## config.mk

```make
export PLATFORM = sky130hd
export DESIGN_NAME = lccfb_recip
export DESIGN_NICKNAME = d
export VERILOG_FILES = /design/src/design/assert_macros.svh /design/src/design/lccfb_pkg.sv /design/src/design/lccfb_recip.sv
export SDC_FILE = /design/constraint.sdc
export NUM_CORES = 1
export LEC_CHECK = 0
export ABC_AREA = 1
export BUFFER_PORTS_ARGS = -buffer_cell sky130_fd_sc_hd__buf_2
export CAP_MARGIN = 15
export CELL_PAD_IN_SITES_DETAIL_PLACEMENT = 1
export CELL_PAD_IN_SITES_GLOBAL_PLACEMENT = 1
export CORE_UTILIZATION = 46
export CTS_CLUSTER_SIZE = 30
export DETAILED_ROUTE_END_ITERATION = 7
export PLACE_DENSITY_LB_ADDON = 0.1
export SYNTH_ARGS = -nofsm -noshare
export SYNTH_HDL_FRONTEND = slang
export SYNTH_SLANG_ARGS = --single-unit
```

## constraint.sdc

```tcl
create_clock -name clk -period 4.8 [get_ports clk]
set_input_delay 0.48 -clock clk [delete_from_list [all_inputs] [get_ports clk]]
set_output_delay 0.48 -clock clk [all_outputs]
set_load 0.005 [all_outputs]
```

## src/design/assert_macros.svh

```systemverilog
// assertion helpers shared by the rtl files
// both expect signals named clk and arst_n in the module that uses them
`ifndef ASSERT_MACROS_SVH
`define ASSERT_MACROS_SVH

// property checked on every clock edge outside reset
`define LCCFB_ASSERT(label, prop, msg) \
	label: assert property (@(posedge clk) disable iff (!arst_n) prop) else $error(msg);

// antecedent this cycle implies consequent on the next edge
`define LCCFB_ASSERT_NEXT(label, ante, cons, msg) \
	label: assert property (@(posedge clk) disable iff (!arst_n) (ante) |=> (cons)) else $error(msg);

`endif

```

## src/design/lccfb_pkg.sv

```systemverilog
// ----------------------------------------------------------------------------
// lccfb_pkg
// shared types and constants of the led cube crossfade buffer
// ----------------------------------------------------------------------------
`timescale 1ns / 1ps
`default_nettype none

package lccfb_pkg;

	localparam logic [1:0] CMD_SET_PIXEL = 2'd0;
	localparam logic [1:0] CMD_LATCH     = 2'd1;
	localparam logic [1:0] CMD_DRAW      = 2'd2;

	// reciprocal of the crossfade length, scaled by 2^RECIP_SHIFT and rounded up
	localparam int unsigned RECIP_SHIFT = 24;
	localparam int unsigned RECIP_W     = RECIP_SHIFT + 1;
	localparam logic [7:0]  RESET_TICKS = 8'd16;
	localparam logic [RECIP_W-1:0] RESET_RECIP = RECIP_W'(1) << 20;

	localparam logic [7:0] CHANNEL_MASK = 8'hFF;

	typedef struct packed {
		logic [1:0]  command;
		logic [1:0]  pos_z;
		logic [1:0]  pos_x;
		logic [1:0]  pos_y;
		logic [23:0] pixel_color;
		logic [7:0]  tick;
	} in_item_t;

	typedef struct packed {
		logic [1:0]  out_z;
		logic [1:0]  out_x;
		logic [1:0]  out_y;
		logic [23:0] blended_color;
		logic        last_update;
	} out_item_t;

	// scan slot issued to the memories, aligned with the read data
	typedef struct packed {
		logic       valid;
		logic       last;
		logic [5:0] pos;
	} scan_ctl_t;

	typedef struct packed {
		logic done;
	} blend_stat_t;

	typedef struct packed {
		logic busy;
	} recip_stat_t;

endpackage

`default_nettype wire

```

## src/design/lccfb_recip.sv

```systemverilog
// ----------------------------------------------------------------------------
// lccfb_recip
// crossfade length register and its scaled reciprocal, one quotient bit a cycle
// ----------------------------------------------------------------------------
`timescale 1ns / 1ps
`default_nettype none

module lccfb_recip (
	input  wire logic                          clk,
	input  wire logic                          arst_n,
	input  wire logic                          cfg_we,
	input  wire logic [7:0]                    cfg_wdata,
	output logic [7:0]                         ticks,
	output logic [lccfb_pkg::RECIP_W-1:0]      recip,
	output lccfb_pkg::recip_stat_t             stat
);

	import lccfb_pkg::*;

	localparam logic [4:0] STEPS = 5'(RECIP_W);

	logic [7:0]         ticks_q;
	logic [RECIP_W-1:0] recip_q;
	logic [RECIP_W-1:0] quo_q;
	logic [7:0]         rem_q;
	logic [4:0]         cnt_q;
	logic               run_q;

	logic [7:0]         t_eff;
	logic [8:0]         trial;
	logic               qbit;
	logic [7:0]         rem_next;
	logic [RECIP_W-1:0] quo_next;

	// zero length behaves as one
	assign t_eff = (cfg_wdata == 8'd0) ? 8'd1 : cfg_wdata;

	// restoring step on 2^RECIP_SHIFT, only the top dividend bit is set
	always_comb begin
		trial    = {rem_q, (cnt_q == STEPS)};
		qbit     = (trial >= {1'b0, ticks_q});
		rem_next = qbit ? 8'(trial - {1'b0, ticks_q}) : trial[7:0];
		quo_next = {quo_q[RECIP_W-2:0], qbit};
	end

	always_ff @(posedge clk or negedge arst_n) begin
		if (!arst_n) begin
			ticks_q <= RESET_TICKS;
			recip_q <= RESET_RECIP;
			run_q   <= 1'b0;
			cnt_q   <= '0;
		end else if (cfg_we) begin
			ticks_q <= t_eff;
			run_q   <= 1'b1;
			cnt_q   <= STEPS;
		end else if (run_q) begin
			cnt_q <= cnt_q - 5'd1;
			if (cnt_q == 5'd1) begin
				run_q   <= 1'b0;
				recip_q <= quo_next + RECIP_W'(rem_next != 8'd0);
			end
		end
	end

	always_ff @(posedge clk) begin
		if (cfg_we) begin
			quo_q <= '0;
			rem_q <= '0;
		end else if (run_q) begin
			quo_q <= quo_next;
			rem_q <= rem_next;
		end
	end

	assign ticks     = ticks_q;
	assign recip     = recip_q;
	assign stat.busy = run_q;

endmodule

`default_nettype wire

```

==> flow_summary.ini <==
[route]
vias = 3300
drt_iter0_markers = 145
avgRoutedWirePerCell_um = 15.5
ant_nets = 0
dr.pass1.iters = 4
drt_wl_total_um = 9770
vias_per_cell = 5.23
drcViolationCount = 0

[timing]
finalClockSkew_ns = 0.0126
rsz0062_at_grt = no
finalHoldViolations = 0
fin_crit_ns = 3.80
finalSetupTns_ns = 0
setup_viol = 0
fmax_mhz = 263
slew_violations = 0
whs_ns = 0.272
fin_crit_sh_pct = 79.1
slew_headroom_pct = 23.4
worstMarginPinSlew_ns = 1.15

[die]
die_h_um = 91.5
initial_core_util_pct = 47.7
io_pins = 45
die_width_um = 91.5
core_area_um2 = 7730
dieArea_um2 = 8370
num_rows = 32

[worst_setup_path]
crit_path_end_kind = flip-flop
cpMostUsedCell = nand2_1
worst_r2r_path_depth = 28
required_ns = 5.03
path_max_fanout = 11
worstSetupStartpointType = flip-flop
worstPathArrival_ns = 4.02
cp_slowest_cell = dfrtp_1
slowest_delay_ns = 0.36
worstSetupPathType = reg2reg

[placed_design]
post-dp-hpwl_um = 7170
dpl.cell_count = 615
port_buffers = 44
place.gp.congestion = 0.888

[synthesis]
avgSynthCellArea_um2 = 7.68
synth_top_area_share_pct = 25.1
synth_flop_cell = dfrtp_1
synth_edf_count = 0
synth-async-reset-ratio_pct = 54.9
synth_cells = 480
synth_most_common_cell = nand2_1
ys_seq_area_share_pct = 43.9
syn_area_um2 = 3680
synth_top_area_cell = dfrtp_1
synthDistinctLibCells = 32
synth_seq_cells = 71
ys_top_cells_by_count = nand2_1, inv_1, dfrtp_1
synthTopCellsByArea = dfrtp_1, dfxtp_1, nand2_1
synthesis.nets = 504
ys_warn_count = 0

[outcome]
status = finished, final reports clean

[run]
max-cap-violations = 0

[clock_tree]
htree_levels = 3
clk_latency_ns = 0.35
hold_buffers = 0
cts_buffers = 9
clk_pin_slew_ns = 0.08
cts_resized = 0
clock-sinks = 71
tritoncts = yes
cts_setup_buffers = 0
cts_buffer_depth = 2
root_buffer = clkbuf_8

[layout]
final_util_pct = 54.0
multi_input_area_um2 = 1740
areaGrowthSynthToFinish_pct = 13.3
fin_nets = 548
drive_gt1_share_pct = 17.6
ff_latch_area_um2 = 1620
instances_no_fill = 631
n_antenna_cell = 0
nFillCells = 1024

[global_route]
grt_first_pass_wirelength_um = 16800
gr-total-overflow = 0
grt_pass1_vias = 3431
antenna_found_initial = 0
grt_max_degree = 40
grt_usage_pct = 25.8

[min_path]
hp-class = in2async

[power_and_ir_drop]
peakVddDrop_mv = 0.189
finalPower_mw = 1.70
p_leak_nw = 1.94
power.density_nw_per_um2 = 407
-- critical path: cells and delay by family (launching register included) --
kind          cells  cell delay (ns)
simple gates     21             2.07
fa+ha+maj         4             0.93
flops             1             0.36
buf+inv           3             0.30
-- metal layers --
metal | up-vias | part of all wire [%] | track usage, %
met3 | 10 | 3.6 | 3.52
met5 | - | 0 | 0
met4 | 0 | 0.96 | 7.01
met1 | 1579 | 50 | 37.5
met2 | 55 | 46 | 40.0
li1 | 1656 | - | -
-- per-stage QoR --
step | instance area [µm²] | setup slack, ns
after global placement | 3980 | 1.24
after global routing | 4170 | 0.616
after detailed placement | 3980 | 1.06
final | 4170 | 1.00
after floorplan | 3680 | 1.59
after CTS | 4170 | 0.997
-- kinds of logic after synthesis --
| kind of cell | after synthesis | synth area share (%) |
|---|---|---|
| flops | 71 | 43.9 |
| fa+ha+maj | 13 | 4.62 |
| buf+inv | 81 | 8.79 |
| xor+xnor | 12 | 2.85 |
| compound gates | 75 | 11.4 |
| simple gates | 228 | 28.4 |
-- report_power, final --
part | switching [mW] | internal, mW
Sequential | 0.0390 | 0.642
Clock | 0.230 | 0.256
Combinational | 0.341 | 0.192
-- cells in the final DEF, fill, tap and decap left out, drive strengths merged --
cell type / n
nor3: 13
ha: 12
a21oi: 7
clkbuf: 11
xnor2: 2
o22ai: 27
nor4: 2
nand4: 9
nand3: 35
bufinv: 1
clkinv: 3
buf: 45
nand2: 134
a31oi: 5
dfstp: 2
fa: 1
xor2: 10
nor2: 35
o21ai: 36
dfrtp: 37
inv: 70
dfxtp: 32
-- worst paths after layout --
kind | from | to | slack (ns)
min | arst_n | recip[18] | 0.27
min reg2reg | recip[1] | recip[1] | 0.47
max in group asynchronous | arst_n | recip[7] | 3.96
max | cnt_q[1] | recip[22] | 1.00
min in group clk | cfg_wdata[1] | ticks[1] | 0.37
max reg2reg | cnt_q[1] | recip[22] | 1.00
-- final cells by class --
cell class | count | share of cell area, %
multi-input combinational | 328 | 41.7
clock inverter | 5 | 1.38
timing repair buffer | 45 | 5.46
inverter | 69 | 6.21
tap | 102 | 3.06
clock buffer | 11 | 3.39
sequential | 71 | 38.8
-- sequential cells by signal (all words and copies together), names as in the netlist --
name	count
recip	25
quo_q	24
rem_q	8
ticks	8
stat	1
cnt_q	5
Power figures use the tool's default switching activity.
