--- config.mk ---
export PLATFORM = sky130hd
export DESIGN_NAME = lccfb_blend
export DESIGN_NICKNAME = d
export VERILOG_FILES = /design/src/design/assert_macros.svh /design/src/design/lccfb_pkg.sv /design/src/design/lccfb_blend.sv
export SDC_FILE = /design/constraint.sdc
export NUM_CORES = 2
export LEC_CHECK = 0
export BUFFER_PORTS_ARGS = -buffer_cell sky130_fd_sc_hd__buf_2
export CORE_ASPECT_RATIO = 1.75
export CORE_MARGIN = 2
export CORE_UTILIZATION = 50
export DETAILED_ROUTE_END_ITERATION = 6
export PLACE_DENSITY = 0.71
export SLEW_MARGIN = 30
export SYNTH_ARGS = -nofsm -noshare
export SYNTH_HDL_FRONTEND = slang
export SYNTH_SLANG_ARGS = --single-unit
--- constraint.sdc ---
create_clock -name clk -period 8.6 [get_ports clk]
set_input_delay 0 -clock clk [delete_from_list [all_inputs] [get_ports clk]]
set_output_delay 0 -clock clk [all_outputs]
set_load 0.02 [all_outputs]
--- src/design/assert_macros.svh ---
// assertion helpers shared by the rtl files
// both expect signals named clk and arst_n in the module that uses them
`ifndef ASSERT_MACROS_SVH
`define ASSERT_MACROS_SVH

// property checked on every clock edge outside reset
`define LCCFB_ASSERT(label, prop, msg) \
	label: assert property (@(posedge clk) disable iff (!arst_n) prop) else $error(msg);

// antecedent this cycle implies consequent on the next edge
`define LCCFB_ASSERT_NEXT(label, ante, cons, msg) \
	label: assert property (@(posedge clk) disable iff (!arst_n) (ante) |=> (cons)) else $error(msg);

`endif

--- src/design/lccfb_pkg.sv ---
// ----------------------------------------------------------------------------
// lccfb_pkg
// shared types and constants of the led cube crossfade buffer
// ----------------------------------------------------------------------------
`timescale 1ns / 1ps
`default_nettype none

package lccfb_pkg;

	localparam logic [1:0] CMD_SET_PIXEL = 2'd0;
	localparam logic [1:0] CMD_LATCH     = 2'd1;
	localparam logic [1:0] CMD_DRAW      = 2'd2;

	// reciprocal of the crossfade length, scaled by 2^RECIP_SHIFT and rounded up
	localparam int unsigned RECIP_SHIFT = 24;
	localparam int unsigned RECIP_W     = RECIP_SHIFT + 1;
	localparam logic [7:0]  RESET_TICKS = 8'd16;
	localparam logic [RECIP_W-1:0] RESET_RECIP = RECIP_W'(1) << 20;

	localparam logic [7:0] CHANNEL_MASK = 8'hFF;

	typedef struct packed {
		logic [1:0]  command;
		logic [1:0]  pos_z;
		logic [1:0]  pos_x;
		logic [1:0]  pos_y;
		logic [23:0] pixel_color;
		logic [7:0]  tick;
	} in_item_t;

	typedef struct packed {
		logic [1:0]  out_z;
		logic [1:0]  out_x;
		logic [1:0]  out_y;
		logic [23:0] blended_color;
		logic        last_update;
	} out_item_t;

	// scan slot issued to the memories, aligned with the read data
	typedef struct packed {
		logic       valid;
		logic       last;
		logic [5:0] pos;
	} scan_ctl_t;

	typedef struct packed {
		logic done;
	} blend_stat_t;

	typedef struct packed {
		logic busy;
	} recip_stat_t;

endpackage

`default_nettype wire

--- src/design/lccfb_blend.sv ---
// ----------------------------------------------------------------------------
// lccfb_blend
// compare, weight, reciprocal multiply and last-result lookahead per pixel
// ----------------------------------------------------------------------------
`timescale 1ns / 1ps
`default_nettype none

module lccfb_blend (
	input  wire logic                          clk,
	input  wire logic                          arst_n,
	input  lccfb_pkg::scan_ctl_t               ctl_s1,
	input  wire logic [23:0]                   src_s1,
	input  wire logic [23:0]                   dst_s1,
	input  wire logic [7:0]                    k,
	input  wire logic [7:0]                    tk,
	input  wire logic [lccfb_pkg::RECIP_W-1:0] recip,
	output lccfb_pkg::out_item_t               result,
	output logic                               result_valid,
	output lccfb_pkg::blend_stat_t             stat
);

	import lccfb_pkg::*;

	localparam int unsigned PW = 16 + RECIP_W;

	logic             v_s2, end_s2, v_s3, end_s3, v_s4, end_s4, end_s5;
	logic [5:0]       pos_s2, pos_s3, pos_s4;
	logic [2:0][15:0] ps_s2, pd_s2, sum_s3;
	logic [2:0][7:0]  q_s4;
	logic [2:0][PW-1:0] prod;

	logic             held_v_q;
	logic [5:0]       held_pos_q;
	logic [23:0]      held_col_q;
	logic             res_v_q;
	out_item_t        res_q;

	always_comb begin
		for (int c = 0; c < 3; c++) begin
			prod[c] = PW'(sum_s3[c]) * PW'(recip);
		end
	end

	always_ff @(posedge clk or negedge arst_n) begin
		if (!arst_n) begin
			v_s2     <= 1'b0;
			end_s2   <= 1'b0;
			v_s3     <= 1'b0;
			end_s3   <= 1'b0;
			v_s4     <= 1'b0;
			end_s4   <= 1'b0;
			end_s5   <= 1'b0;
			held_v_q <= 1'b0;
			res_v_q  <= 1'b0;
		end else begin
			v_s2   <= ctl_s1.valid && (src_s1 != dst_s1);
			end_s2 <= ctl_s1.valid && ctl_s1.last;
			v_s3   <= v_s2;
			end_s3 <= end_s2;
			v_s4   <= v_s3;
			end_s4 <= end_s3;
			end_s5 <= end_s4;
			res_v_q <= 1'b0;
			if (v_s4) begin
				held_v_q <= 1'b1;
				res_v_q  <= held_v_q;
			end else if (end_s5) begin
				held_v_q <= 1'b0;
				res_v_q  <= held_v_q;
			end
		end
	end

	always_ff @(posedge clk) begin
		pos_s2 <= ctl_s1.pos;
		for (int c = 0; c < 3; c++) begin
			ps_s2[c] <= 16'(src_s1[8*c +: 8]) * 16'(tk);
			pd_s2[c] <= 16'(dst_s1[8*c +: 8]) * 16'(k);
		end
		pos_s3 <= pos_s2;
		for (int c = 0; c < 3; c++) begin
			sum_s3[c] <= 16'(17'(ps_s2[c]) + 17'(pd_s2[c]));
		end
		pos_s4 <= pos_s3;
		for (int c = 0; c < 3; c++) begin
			q_s4[c] <= prod[c][RECIP_SHIFT +: 8] & CHANNEL_MASK;
		end
		// a new pixel pushes the held one out, the scan end flushes it as last
		if (v_s4) begin
			held_pos_q <= pos_s4;
			held_col_q <= {q_s4[2], q_s4[1], q_s4[0]};
		end
		res_q.out_z         <= held_pos_q[5:4];
		res_q.out_x         <= held_pos_q[3:2];
		res_q.out_y         <= held_pos_q[1:0];
		res_q.blended_color <= held_col_q;
		res_q.last_update   <= !v_s4;
	end

	assign result       = res_q;
	assign result_valid = res_v_q;
	assign stat.done    = end_s5;

endmodule

`default_nettype wire

==> impl_results.md <==
- Run status: finished with violations
- Violated checks: design-rule violations
- Root buffer cell: clkbuf_16
- Post-synthesis mux area share: 0%
- Crit path cell chain: nand2_1, fa_1, inv_1, fa_1, inv_1, fa_1, inv_1, fa_1, fa_1, inv_1, fa_1, inv_1, ha_1, a21o_1, a21oi_1, o211ai_1, a21oi_1, o21ai_1, a31oi_1, o21bai_1, xnor2_1
- Layout Cell Area excl Fill: around 54000 sq um
- Hold Crit Class: in2reg
- Number of global-route vias before repair: 41.5k
- Non-filler cells, final: ~7k
- Total number of vias: about 37k
- CP peak stage delay: 0.98 ns
- Reg2reg path depth: 21
- Internal reg-to-reg setup slack: about 1.9 ns
- Avg WL per Cell: 18.4 microns
- Main combinational cell family by area after synthesis: adder cells
- Die width: around 240 microns
- Beginning of the worst hold path: tk[0]
- WS Path Type: reg2reg
- First-pass GRT wire length: between 200000 and 250000 microns
- # IOs: 132
- Synth Instances: 5541
- Share of cells above drive strength 1: around 5%
- Post-Synth XOR/XNOR Area: under 10%
- Worst-Skew Late Latency: around 0.65 ns
- Worst endpoint data arrival time: between 7 and 8 ns
- Post-synthesis instance area: between 50000 and 60000 sq um
- Sequential cell area fraction in the yosys report: between 10% and 20%
- Post-Synth Simple-Gate Area: around 17%
- RD Place Congestion: around 0.9
- Slew margin rel.: a little under a third
- Final Hold Viols: 0
- Rows: 154
- Port bufs: roughly 130
- Area grow syn2layout: 5.93%
- H-tree levels: 1
- Compound-cell area share of the yosys netlist: between 3 and 4%
- Post-CTS Resized: 0
- Worst Hold Depth: 3
- Synth cell types: 59
- CP dominant cell by count: fa_1
- Share of the synthesized area in the top cell type: between 40% and 50%
- Worst-margin pin slew: 1.04 ns
- Min Tclk post-route: approximately 6.7 ns
- CP Launch Type: flip-flop
- RSZ-0062 raised after global routing: no
- Final period util: between 70% and 80%
- DIE AREA: about 100000 sq um
- Cell family with most CP delay: adder cells
- Dpl cells: approximately 6.8k
- EDFF count, synth: 30
- Die Ht: roughly 420 microns
- Largest net degree at the start of global routing: 40
- FFs w/ async S/R, synth: 3.52%
- Initial antenna violation count: 8
- Post-route ant nets: 0
- Initial core utilization: 50.3%
- Detailed placer's ending HPWL: ~99000 microns
- CP endpoint kind: flip-flop
- Hold endpoint: ps_s2[1]$_DFF_P_
- #FFs+latches synth: about 260
- Slowest CP cell: dfxtp_1
- Ys flop type: dfxtp_1
- Drt via density: between 5 and 6
- Fraction of the mapped netlist area in adder cells: between 50 and 60%
- GRT Total Usage: ~26%
- Pre-CTS setup slack: 1.87 ns
- Num Clock Sinks: 256
- CTS Hold Bufs: 35
- CTS tree: built
- Worst Path Required: ~9 ns
- DRC: 1
- Max Cap Violations: 0
- Ys Warns: 0
- Number of iterations in the first detailed-routing pass: 7
- Final setup skew: 0.0507 ns
- Clock buffer depth: 3
- Worst-path clk slew: roughly 0.07 ns
- Area contributors post-synth: fa_1 42%, ha_1 12%, inv_1 9.3%
- WP buf/inv: 5
- Final setup viols: 0
- Syn_nets: ~7.2k
- Final WS setup: 1.90 ns
- Final WL: 126000 microns
- Post-CTS setup buffer count: 0
- RR Endpoint: q_s4[15]$_DFF_P_
- Area after DPL: around 52000 sq um
- Worst-path fanout max: 25
- Core ar.: approximately 100000 sq um
- Slew Limit Fails: 0
- Fin nets: 7160
- Max frequency: approximately 150 MHz
- Gr ovfl total: 0
- Cell accounting for the most synthesized area: fa_1
- Post-synthesis area per instance: 9.13 sq um
- Setup tns final: 0 ns
- Reg2reg start: sum_s3[19]$_DFF_P_
- Num CTS Buffers: 28
- 1st-iter DRT viols: between 1.5k and 2k
## Yosys cell counts, types with 12 or more instances
master,instances
fa_1,1074
nand4_1,13
nand2_1,862
dfxtp_1,217
inv_1,1250
o21a_1,13
o21ai_0,44
ha_1,477
and3_1,12
a21o_1,24
and2_1,656
nor2_1,91
nor2b_1,16
xnor2_1,147
nor3_1,30
nand3_1,28
a31oi_1,12
clkbuf_1,271
a21oi_1,75
o21ai_1,15
edfxtp_1,30
xor2_1,53
or3_1,12
## registers in the layout (all words and copies together) (netlist names), 6 cells and up
signal / count
held_col_q: 24
pos_s4: 6
pos_s2: 6
sum_s3: 48
held_pos_q: 6
ps_s2: 48
q_s4: 24
pos_s3: 6
result: 31
pd_s2: 48
## metrics by stage
stage                     util (%)  hold WS, ns
after floorplan                  -       -0.296
after global placement        51.9       -0.139
after detailed placement      52.0       -0.137
after CTS                     53.3       0.0613
after global routing          53.3        0.116
final                         53.3       0.0911
## layout make-up
cell class | instances | area (sq um)
fillers | 9212 | 47000
multi-input cells | 3761 | 39400
flip-flops and latches | 256 | 5490
inverters | 1250 | 4690
well taps | 1326 | 1660
repair buffers | 213 | 1360
clock buffers | 35 | 801
clock inverters | 17 | 175
diodes | 2 | 5.00
## cell families (layout without fill, tap and decap cells)
kind of cell / count (synthesis) / count (layout)
xor+xnor: 200 / 200
buf+inv: 1524 / 1515
flops: 256 / 256
compound gates: 261 / 261
other cells: 0 / 2
simple gates: 1749 / 1749
fa+ha+maj: 1551 / 1551
## layer usage
| layer | GRT usage [%] | up-vias | routed length [microns] |
|---|---|---|---|
| met2 | 48.1 | 1275 | 67500 |
| met5 | 0 | - | 78 |
| met4 | 17.2 | 12 | 9810 |
| li1 | - | 16100 | - |
| met1 | 26.5 | 18600 | 42300 |
| met3 | 2.90 | 535 | 6450 |
## how the worst max path moves through the flow
stage	cells past startpoint	slack (ns)	start	to
after floorplan	23	2.89	sum_s3[33]$_DFF_P_	q_s4[23]$_DFF_P_
after global placement	22	1.98	sum_s3[23]$_DFF_P_	q_s4[15]$_DFF_P_
after detailed placement	21	1.87	sum_s3[17]$_DFF_P_	q_s4[15]$_DFF_P_
after CTS	22	1.85	sum_s3[17]$_DFF_P_	q_s4[15]$_DFF_P_
after global routing	22	1.53	sum_s3[19]$_DFF_P_	q_s4[15]$_DFF_P_
final	21	1.90	sum_s3[19]$_DFF_P_	q_s4[15]$_DFF_P_
## worst min-delay path: cells and delay by family
kind	cells	cell delay [ns]
fa+ha+maj	1	0.11
buf+inv	1	0.37
simple gates	1	0.20
## cells in the final DEF (no fill, tap or decap), types with 10 or more instances in the layout
cell type      instances
edfxtp_1              30
a31oi_1               12
xnor2_1              147
buf_2                130
fa_1                1074
a211oi_1              10
clkbuf_16             31
nor2_1                91
inv_1               1250
a21oi_1               75
nand4_1               13
xor2_1                53
nor3_1                30
o21ai_1               15
a21o_1                24
and3_1                12
o21a_1                13
o21ai_0               44
dlygate4sd3_1         35
or3_1                 12
buf_4                 48
nand2_1              862
o2111ai_1             11
dfxtp_1              199
ha_1                 477
nand3_1               28
nor2b_1               16
and2_1               656
dfxtp_2               18
Power is left out: the tool's default activity adds up to more than one toggle a clock period on the data nets, which glitch-free logic cannot reach.
